[config.mk]
export PLATFORM = sky130hd
export DESIGN_NAME = cpu_register_file_alu_execute
export DESIGN_NICKNAME = d
export VERILOG_FILES = /design/src/rtl/cpurfa_pkg.sv /design/src/rtl/cpurfa_exec.sv /design/src/rtl/cpu_register_file_alu_execute.sv
export SDC_FILE = /design/constraint.sdc
export NUM_CORES = 1
export LEC_CHECK = 0
export BUFFER_PORTS_ARGS = -buffer_cell sky130_fd_sc_hd__buf_4
export CAP_MARGIN = 20
export CORE_MARGIN = 2
export CORE_UTILIZATION = 50
export CTS_BUF_LIST = sky130_fd_sc_hd__clkbuf_4 sky130_fd_sc_hd__clkbuf_8
export CTS_CLUSTER_SIZE = 40
export DETAILED_ROUTE_END_ITERATION = 16
export PLACE_DENSITY_LB_ADDON = 0.25
export SLEW_MARGIN = 20
export SYNTH_ARGS = -nofsm -noshare
export SYNTH_HDL_FRONTEND = slang
export SYNTH_HIERARCHICAL = 1
export SYNTH_SLANG_ARGS = --single-unit
[constraint.sdc]
create_clock -name clk -period 4.62 [get_ports clk]
set_clock_uncertainty 0.05 [all_clocks]
set_input_delay 0.924 -clock clk [delete_from_list [all_inputs] [get_ports clk]]
set_output_delay 0.924 -clock clk [all_outputs]
set_load 0.05 [all_outputs]
[src/rtl/cpurfa_pkg.sv]
package cpurfa_pkg;

    // architectural state held in the state memory, one word
    typedef struct packed {
        logic [7:0]  a;
        logic [7:0]  f;
        logic [7:0]  b;
        logic [7:0]  c;
        logic [7:0]  d;
        logic [7:0]  e;
        logic [7:0]  h;
        logic [7:0]  l;
        logic [15:0] sp;
    } cpurfa_state_t;

    // store request and status that travel with each result item
    typedef struct packed {
        logic        we;
        logic [15:0] addr;
        logic [7:0]  data;
        logic        unknown;
    } cpurfa_store_t;

    localparam int STATE_W = $bits(cpurfa_state_t);

    // power-up register contents
    localparam cpurfa_state_t STATE_RESET = '{
        a:  8'h01,
        f:  8'hB0,
        b:  8'h00,
        c:  8'h13,
        d:  8'h00,
        e:  8'hD8,
        h:  8'h01,
        l:  8'h4D,
        sp: 16'hFFFE
    };

    // 3-bit register operand codes
    localparam logic [2:0] REG_B   = 3'd0;
    localparam logic [2:0] REG_C   = 3'd1;
    localparam logic [2:0] REG_D   = 3'd2;
    localparam logic [2:0] REG_E   = 3'd3;
    localparam logic [2:0] REG_H   = 3'd4;
    localparam logic [2:0] REG_L   = 3'd5;
    localparam logic [2:0] REG_MEM = 3'd6;
    localparam logic [2:0] REG_A   = 3'd7;

    // alu operation codes
    localparam logic [1:0] ALU_ADD = 2'd0;
    localparam logic [1:0] ALU_ADC = 2'd1;
    localparam logic [1:0] ALU_SUB = 2'd2;
    localparam logic [1:0] ALU_SBC = 2'd3;

    // opcodes
    localparam logic [7:0] OP_NOP       = 8'h00;
    localparam logic [7:0] OP_LD_BC_D16 = 8'h01;
    localparam logic [7:0] OP_ST_BC     = 8'h02;
    localparam logic [7:0] OP_INC_BC    = 8'h03;
    localparam logic [7:0] OP_INC_B     = 8'h04;
    localparam logic [7:0] OP_DEC_B     = 8'h05;
    localparam logic [7:0] OP_LD_B_D8   = 8'h06;
    localparam logic [7:0] OP_DEC_C     = 8'h0D;
    localparam logic [7:0] OP_LD_C_D8   = 8'h0E;
    localparam logic [7:0] OP_ST_DE     = 8'h12;
    localparam logic [7:0] OP_DEC_D     = 8'h15;
    localparam logic [7:0] OP_DEC_E     = 8'h1D;
    localparam logic [7:0] OP_ST_HLI    = 8'h22;
    localparam logic [7:0] OP_DEC_H     = 8'h25;
    localparam logic [7:0] OP_DEC_L     = 8'h2D;
    localparam logic [7:0] OP_LD_SP_D16 = 8'h31;
    localparam logic [7:0] OP_ST_HLD    = 8'h32;
    localparam logic [7:0] OP_ADD_D8    = 8'hC6;
    localparam logic [7:0] OP_ADC_D8    = 8'hCE;
    localparam logic [7:0] OP_SUB_D8    = 8'hD6;
    localparam logic [7:0] OP_SBC_D8    = 8'hDE;

    // opcode ranges
    localparam logic [7:0] OP_LD_FIRST   = 8'h40;
    localparam logic [7:0] OP_LD_LAST    = 8'h6F;
    localparam logic [7:0] OP_LDA_FIRST  = 8'h78;
    localparam logic [7:0] OP_LDA_LAST   = 8'h7F;
    localparam logic [7:0] OP_ALU_FIRST  = 8'h80;
    localparam logic [7:0] OP_ALU_LAST   = 8'h9F;

endpackage

[src/rtl/cpurfa_exec.sv]
module cpurfa_exec (
    input  cpurfa_pkg::cpurfa_state_t cur,
    input  logic [7:0]                opcode,
    input  logic [7:0]                operand_low,
    input  logic [7:0]                operand_high,
    output cpurfa_pkg::cpurfa_state_t nxt,
    output cpurfa_pkg::cpurfa_store_t store
);
    import cpurfa_pkg::*;

    // register read by operand code, memory operand from the item
    function automatic logic [7:0] get_reg(cpurfa_state_t s, logic [2:0] code,
                                           logic [7:0] mem);
        logic [7:0] v;
        case (code)
            REG_B:   v = s.b;
            REG_C:   v = s.c;
            REG_D:   v = s.d;
            REG_E:   v = s.e;
            REG_H:   v = s.h;
            REG_L:   v = s.l;
            REG_MEM: v = mem;
            default: v = s.a;
        endcase
        return v;
    endfunction

    // register write by operand code, memory code writes nothing
    function automatic cpurfa_state_t put_reg(cpurfa_state_t s, logic [2:0] code,
                                              logic [7:0] v);
        cpurfa_state_t r;
        r = s;
        case (code)
            REG_B:   r.b = v;
            REG_C:   r.c = v;
            REG_D:   r.d = v;
            REG_E:   r.e = v;
            REG_H:   r.h = v;
            REG_L:   r.l = v;
            REG_MEM: r = s;
            default: r.a = v;
        endcase
        return r;
    endfunction

    logic [7:0]  src;
    logic [7:0]  alu_n;
    logic [1:0]  alu_op;
    logic        cin;
    logic        is_sub;
    logic [8:0]  sum9;
    logic [4:0]  hsum5;
    logic [8:0]  dif9;
    logic [4:0]  hdif5;
    logic [7:0]  alu_res;
    logic [7:0]  alu_flags;
    logic [7:0]  id_src;
    logic [7:0]  id_res;
    logic        id_half;
    logic [7:0]  id_flags;
    logic [15:0] bc;
    logic [15:0] de;
    logic [15:0] hl;

    assign bc = {cur.b, cur.c};
    assign de = {cur.d, cur.e};
    assign hl = {cur.h, cur.l};

    // operand selection
    assign src    = get_reg(cur, opcode[2:0], operand_low);
    assign alu_n  = (opcode[7:5] == 3'b100) ? src : operand_low;
    assign alu_op = opcode[4:3];
    assign cin    = ((alu_op == ALU_ADC) || (alu_op == ALU_SBC)) & cur.f[4];
    assign is_sub = (alu_op == ALU_SUB) || (alu_op == ALU_SBC);

    // 8-bit adder and subtractor with nibble carry and borrow
    assign sum9  = {1'b0, cur.a} + {1'b0, alu_n} + {8'b0, cin};
    assign hsum5 = {1'b0, cur.a[3:0]} + {1'b0, alu_n[3:0]} + {4'b0, cin};
    assign dif9  = {1'b0, cur.a} - {1'b0, alu_n} - {8'b0, cin};
    assign hdif5 = {1'b0, cur.a[3:0]} - {1'b0, alu_n[3:0]} - {4'b0, cin};

    assign alu_res   = is_sub ? dif9[7:0] : sum9[7:0];
    assign alu_flags = {alu_res == 8'h00, is_sub,
                        is_sub ? hdif5[4] : hsum5[4],
                        is_sub ? dif9[8] : sum9[8], 4'h0};

    // 8-bit increment and decrement, carry kept
    assign id_src   = get_reg(cur, opcode[5:3], operand_low);
    assign id_res   = opcode[0] ? id_src - 8'd1 : id_src + 8'd1;
    assign id_half  = opcode[0] ? (id_res[3:0] == 4'hF) : (id_res[3:0] == 4'h0);
    assign id_flags = {id_res == 8'h00, opcode[0], id_half, cur.f[4], 4'h0};

    // decode and next state
    always_comb
    begin
        nxt   = cur;
        store = '0;
        if (opcode inside {[OP_LD_FIRST:OP_LD_LAST], [OP_LDA_FIRST:OP_LDA_LAST]})
        begin
            nxt = put_reg(cur, opcode[5:3], src);
        end
        else if (opcode inside {[OP_ALU_FIRST:OP_ALU_LAST]})
        begin
            nxt.a = alu_res;
            nxt.f = alu_flags;
        end
        else
        begin
            case (opcode)
                OP_NOP:
                begin
                    nxt = cur;
                end
                OP_LD_BC_D16:
                begin
                    nxt.b = operand_high;
                    nxt.c = operand_low;
                end
                OP_ST_BC:
                begin
                    store.we   = 1'b1;
                    store.addr = bc;
                    store.data = cur.a;
                end
                OP_INC_BC:
                begin
                    {nxt.b, nxt.c} = bc + 16'd1;
                end
                OP_INC_B, OP_DEC_B, OP_DEC_C, OP_DEC_D, OP_DEC_E, OP_DEC_H, OP_DEC_L:
                begin
                    nxt   = put_reg(cur, opcode[5:3], id_res);
                    nxt.f = id_flags;
                end
                OP_LD_B_D8:
                begin
                    nxt.b = operand_low;
                end
                OP_LD_C_D8:
                begin
                    nxt.c = operand_low;
                end
                OP_ST_DE:
                begin
                    store.we   = 1'b1;
                    store.addr = de;
                    store.data = cur.a;
                end
                OP_ST_HLI:
                begin
                    store.we       = 1'b1;
                    store.addr     = hl;
                    store.data     = cur.a;
                    {nxt.h, nxt.l} = hl + 16'd1;
                end
                OP_ST_HLD:
                begin
                    store.we       = 1'b1;
                    store.addr     = hl;
                    store.data     = cur.a;
                    {nxt.h, nxt.l} = hl - 16'd1;
                end
                OP_LD_SP_D16:
                begin
                    nxt.sp = {operand_high, operand_low};
                end
                OP_ADD_D8, OP_ADC_D8, OP_SUB_D8, OP_SBC_D8:
                begin
                    nxt.a = alu_res;
                    nxt.f = alu_flags;
                end
                default:
                begin
                    store.unknown = 1'b1;
                end
            endcase
        end
        // low flag nibble always reads zero
        nxt.f[3:0] = 4'h0;
    end

endmodule

[src/rtl/cpu_register_file_alu_execute.sv]
// Pipeline: an accepted item is registered into the execute stage, executes
// there, and its result item is registered out once the output is not stalled.
// Throughput: one item per cycle unless the output stalls; state memory is
// read each cycle; the word from the item ahead bypasses the registered read.
// Reset: control clears at once; until the first write the state word reads
// as the power-up register values (A=01 F=B0 BC=0013 DE=00D8 HL=014D SP=FFFE).
module cpu_register_file_alu_execute (
    input  logic        clk,
    input  logic        rst_n,
    input  logic        in_valid,
    output logic        in_stall,
    input  logic [7:0]  opcode,
    input  logic [7:0]  operand_low,
    input  logic [7:0]  operand_high,
    output logic        out_valid,
    input  logic        out_stall,
    output logic [7:0]  accumulator,
    output logic [7:0]  flag_bits,
    output logic [15:0] pair_bc,
    output logic [15:0] pair_de,
    output logic [15:0] pair_hl,
    output logic [15:0] stack_value,
    output logic        write_enable,
    output logic [15:0] write_address,
    output logic [7:0]  write_data,
    output logic        illegal_opcode
);
    import cpurfa_pkg::*;

    logic                s1_valid_reg;
    logic                s1_valid_next;
    logic [7:0]          s1_opcode_reg;
    logic [7:0]          s1_low_reg;
    logic [7:0]          s1_high_reg;
    logic                out_valid_reg;
    logic                out_valid_next;
    cpurfa_state_t       out_state_reg;
    cpurfa_store_t       out_store_reg;
    logic                init_reg;
    logic                init_next;
    logic                fwd_valid_reg;
    logic                fwd_valid_next;
    cpurfa_state_t       fwd_data_reg;
    logic [STATE_W-1:0]  rd_data_reg;
    logic [STATE_W-1:0]  state_mem [0:0];
    cpurfa_state_t       cur_state;
    cpurfa_state_t       exec_state;
    cpurfa_store_t       exec_store;
    logic                accept;
    logic                advance;

    // handshake
    assign advance  = s1_valid_reg && (!out_valid_reg || !out_stall);
    assign in_stall = s1_valid_reg && !advance;
    assign accept   = in_valid && !in_stall;

    // current state: forwarded write, memory word, or power-up values
    always_comb
    begin
        if (fwd_valid_reg)
        begin
            cur_state = fwd_data_reg;
        end
        else if (init_reg)
        begin
            cur_state = cpurfa_state_t'(rd_data_reg);
        end
        else
        begin
            cur_state = STATE_RESET;
        end
    end

    // execute unit
    cpurfa_exec u_exec (
        .cur          (cur_state),
        .opcode       (s1_opcode_reg),
        .operand_low  (s1_low_reg),
        .operand_high (s1_high_reg),
        .nxt          (exec_state),
        .store        (exec_store)
    );

    // control next values
    always_comb
    begin
        s1_valid_next  = accept || (s1_valid_reg && !advance);
        out_valid_next = advance || (out_valid_reg && out_stall);
        init_next      = init_reg || advance;
        fwd_valid_next = advance;
    end

    // control registers
    always_ff @(posedge clk or negedge rst_n)
    begin
        if (!rst_n)
        begin
            s1_valid_reg  <= 1'b0;
            out_valid_reg <= 1'b0;
            init_reg      <= 1'b0;
            fwd_valid_reg <= 1'b0;
        end
        else
        begin
            s1_valid_reg  <= s1_valid_next;
            out_valid_reg <= out_valid_next;
            init_reg      <= init_next;
            fwd_valid_reg <= fwd_valid_next;
        end
    end

    // item and result payload
    always_ff @(posedge clk)
    begin
        if (accept)
        begin
            s1_opcode_reg <= opcode;
            s1_low_reg    <= operand_low;
            s1_high_reg   <= operand_high;
        end
        if (advance)
        begin
            out_state_reg <= exec_state;
            out_store_reg <= exec_store;
            fwd_data_reg  <= exec_state;
        end
    end

    // state memory, registered read
    always_ff @(posedge clk)
    begin
        if (advance)
        begin
            state_mem[0] <= STATE_W'(exec_state);
        end
        rd_data_reg <= state_mem[0];
    end

    // result ports
    assign out_valid      = out_valid_reg;
    assign accumulator    = out_state_reg.a;
    assign flag_bits      = out_state_reg.f;
    assign pair_bc        = {out_state_reg.b, out_state_reg.c};
    assign pair_de        = {out_state_reg.d, out_state_reg.e};
    assign pair_hl        = {out_state_reg.h, out_state_reg.l};
    assign stack_value    = out_state_reg.sp;
    assign write_enable   = out_store_reg.we;
    assign write_address  = out_store_reg.addr;
    assign write_data     = out_store_reg.data;
    assign illegal_opcode = out_store_reg.unknown;

`ifndef SYNTH
    // input is held back only while a result waits on a stalled output
    a_stall_cause: assert property (@(posedge clk) disable iff (!rst_n)
        in_stall |-> (out_valid && out_stall))
        else $error("input stalled without a blocked result");

    // low nibble of the flags never set
    a_flag_nibble: assert property (@(posedge clk) disable iff (!rst_n)
        out_valid |-> (flag_bits[3:0] == 4'h0))
        else $error("flag low nibble not zero");

    // an unimplemented opcode never stores
    a_unknown_no_store: assert property (@(posedge clk) disable iff (!rst_n)
        (out_valid && illegal_opcode) |-> !write_enable)
        else $error("unknown opcode produced a store");

    // a result moves out only after an execute slot was occupied
    a_result_source: assert property (@(posedge clk) disable iff (!rst_n)
        $rose(out_valid) |-> $past(s1_valid_reg))
        else $error("result appeared without an item in execute");
`endif

endmodule

Word level (Yosys, flattened, before mapping). Memory sizes are Yosys's and may differ from the RTL's. A register that Yosys moved wholly into a read port is not among the register bits. Cells that the tools add are included. Widths: inputs -> output; s select.

Register bits after elaboration: 210. Word-level logic and storage cells: 147. Memories: 1. Output and inout port bits: 108. Bits in writable memories: 76. Bits of input ports: 28.

Memories: state_mem (depth 1, width 76, read ports 1, clocked after Yosys merged registers in 1, wr ports 1, RTL line cpu_register_file_alu_execute.sv:45) `logic [STATE_W-1:0] state_mem [0:0];`.

Equal/unequal tests: 37. Reduce and logical (&&, ||, !) cells: 31. Add/subtract/negate cells: 13. Bitwise operators: 1. Magnitude comparators: 6. Mux-type cells: 37.

Operators with widths (count): $mux 80 (3); $mux 8 (17); $pmux 8 s7 (2); $pmux 25 s3 (1); $mux 64 (1); $mux 16 (3); $pmux 16 s3 (1); $eq 8x6->1 const B (5); $add 16x1->16 const B (2); $eq 8x8->1 const B (4); $pmux 16 s2 (1); $pmux 8 s4 (1); $eq 8x3->1 const B (3); $eq 8x5->1 const B (3); $logic_not 8->1 (3); $pmux 8 s3 (1); $eq 3x3->1 const B (7); $reduce_or 21->1 (1); $eq 8x2->1 const B (2); $eq 8x4->1 const B (2); $ge 8x7->1 const B (2); $le 8x7->1 const B (2); $sub 16x1->16 const B (1); $reduce_or 7->1 (2); other kinds (28) (55).

Depth between registers and ports, before layout.
Depth in word-level cells: 11. Mapped depth: 20. Gate-level depth less buffers: 18.

Hierarchy. Netlist, hierarchy kept.

Modules (own cells, without submodules): cpu_register_file_alu_execute (times used 1, cells an instance 354, area an instance 6592.6 um2); cpurfa_exec (times used 1, cells an instance 917, area an instance 6033.3 um2).

Least setup slack after synthesis. No wires, ideal clock.

Path type: register to register. From: register init_reg. To: memory state_mem[0][71] (netlist name), data pin. Data required time: 4.307 ns. Stages on the path, launching flop included: 20. Path slack: 0.175 ns. Period minus slack after synthesis: 4.445 ns. Arrival time: 4.132 ns. Path through: dfrtp_1 > and2b_1 > buf_6 > buf_6 > a22o_1 > clkbuf_1 > mux4_2 > mux2i_1 > a21oi_1 > inv_1 > fa_1 > inv_1 > fa_1 > nand2b_1 > a21oi_1 > o21ai_1 > mux2_2 > a2111oi_0 > nand4bb_1 > o211ai_2.

RTL lines: start: declaration (RTL line cpu_register_file_alu_execute.sv:39) `logic init_reg;`; start signal: assignment (RTL line cpu_register_file_alu_execute.sv:107) `init_reg <= init_next;`; end: declaration (RTL line cpu_register_file_alu_execute.sv:45).

==> reports/metrics.cfg <==
[timing]
fin_crit_sh_pct=98.2
setup_viol=0
tns_ps=0
hold_violations=0
holdWs_ps=121
max-slew-margin-rel_pct=30.8
rsz0062_at_grt=true
maxSlewViolCount=0
fmax_mhz=220
worst_slew_pin_slew_ps=1040
period_minus_slack_ps=4540

[drt]
drtIter0Drc=1824
drc_errors=0
drt-pass1-iter-count=6
antenna_left=0
num_vias=12200
routed_wl_um=51500
viasPerCell=6.49
wl_per_cell_um=27.4

[floorplan]
fp.dieW_um=162
initial_core_util_pct=51.1
io_pins=136
die_area_sq_um=26300
die_y_um=162
coreArea_sq_um=24500
row_count=57

[critical_path]
critPathMaxStageDelay_ps=640
critical-path-slowest-cell=xnor2_2
cp-start-kind=flop
crit_path_end_kind=flop
crit_chain=and2b_1 -> buf_12 -> buf_4 -> a22o_1 -> buf_4 -> mux2_2 -> a221oi_1 -> a31oi_1 -> o22a_1 -> ha_1 -> o21ai_0 -> a21boi_0 -> o22ai_1 -> a21o_2 -> xnor2_2 -> o221ai_1
worstSetupStartpoint=fwd_valid_reg
r2r_end=state_mem[0][31]
arrival_ps=4750
r2r_cells=16
crit_type=reg2reg
r2r_slack_ps=80
r2r-start=fwd_valid_reg
cp_common_cell=buf_4
worstSetupEndpoint=state_mem[0][31]
cp_max_fo=14
cp.required_ps=4830

[layout]
drive_above_1_share_pct=28.4
stdcell_area_sq_um=15700
syn_to_final_growth_pct=25.5
nets=1601
largest_register_ffs=76
n_fill_cell=2025
fin_cells=1877
final_util_pct=64.2

[synth]
netlist_area_sq_um=12500
avgSynthCellArea_sq_um=9.91
synthCells=1263
synth_warnings=6

[placement]
dp.cells=1804
place.gp.congestion=1.07
io_buffers=135
placed_area_sq_um=14800
place_hpwl_um=38700

[clocking]
cts_root_buffer=clkbuf_8
cts_tree=done
cts_buffer_depth=3
cts.sinks=210
clk_pin_slew_ps=60
htreeDepth=2
clkLatencyLatePin_ps=550
cts_buffers=37
hold_buffers=0

[pwr]
powerDensity_nw_per_um2=448
ir_worst_vdd_uv=285
leakage_nw=6.75

[global_route]
grt_pass1_wl_um=74200
grt_pass1_vias=11600
grt_antenna_before_repair=2
grt_max_degree=62
grtUsageTotal_pct=38.4
grt-ovfl-total=0

[outcome]
status=complete, no violations

[flow_run]
cap_violations=0

[worst_hold_path]
hold_class=in2async

[through the flow]
step                setup WS [ps]  power, W
finish                       81.6   0.00703
global route                -4.46   0.00724
CTS                          64.2   0.00693
detailed placement           80.3   0.00501
global placement              151   0.00499
floorplan                     175   0.00389
[worst max-delay path: cells and delay by family, from the launching register on]
| family | cells | cell delay, ps |
|---|---|---|
| adders and majority gates | 1 | 360 |
| DFF | 1 | 380 |
| xor gates and xnor gates | 1 | 640 |
| and+or+nand+nor | 1 | 210 |
| AOI/OAI and AO/OA | 9 | 1890 |
| buffers and inverters | 3 | 480 |
| muxes | 1 | 250 |
[cell type report]
cell class,instances,area [sq um],area share (%)
Sequential cell,210,5530,35.2
Clock inverter,7,95.1,0.606
Clock buffer,61,733,4.67
Inverter,77,289,1.84
Timing Repair Buffer,304,2350,15.0
Tap cell,324,405,2.58
Multi-Input combinational cell,893,6300,40.1
Antenna cell,1,2.50,0.0159
[power by group]
| group | switching [W] | internal [W] | leakage (nW) |
|---|---|---|---|
| Sequential | 0.000144 | 0.00224 | 1.94 |
| Combinational | 0.00172 | 0.00100 | 4.36 |
| Clock | 0.000801 | 0.00112 | 0.445 |
[placed cells by master (no fill, tap or decap), types with 8 or more instances in the layout]
cell type    n
a211oi_1    11
a21o_1      12
a21oi_1     54
a221o_1     11
a221oi_1    17
a22o_1      45
a22oi_1     30
a2bb2oi_1   31
a31oi_1     13
and2_1       8
buf_4      298
clkbuf_4    17
clkbuf_8    44
dfxtp_1     76
edfxtp_1   130
ha_1        43
inv_1       75
mux2_2      24
mux2i_1     16
mux4_2       8
nand2_1    136
nand2b_1    12
nand3_1     31
nor2_1      70
nor3_1      29
nor4_1      15
o211ai_1    10
o21ai_0     58
o21ai_1      8
o221ai_1    14
o22ai_1     15
xnor2_1     13
xor2_1      17
[routing by layer]
| layer | up-vias | global-route usage, % | routed length [um] |
|---|---|---|---|
| li1 | 5310 | - | - |
| met1 | 5807 | 53.1 | 20200 |
| met2 | 881 | 55.9 | 21600 |
| met3 | 190 | 9.65 | 6740 |
| met4 | 0 | 19.8 | 3010 |
| met5 | - | 0 | 0 |
[timing repair]
action / CTS / global route
setup endpoints to repair: 0 / 7
setup buffers: 0 / 4
resized for setup: 0 / 16
[how the worst min path moves through the flow]
stage	startpoint	to	slack, ps	cells past startpoint
final	rst_n	init_reg	120	1
after global routing	rst_n	init_reg	120	1
after CTS	rst_n	init_reg	120	1
after detailed placement	fwd_data_reg[12]	rd_data_reg[12]	340	0
after global placement	fwd_data_reg[34]	rd_data_reg[34]	320	0
after floorplan	s1_valid_reg	out_valid	420	1
No activity file was read; power rests on OpenSTA's default activity.
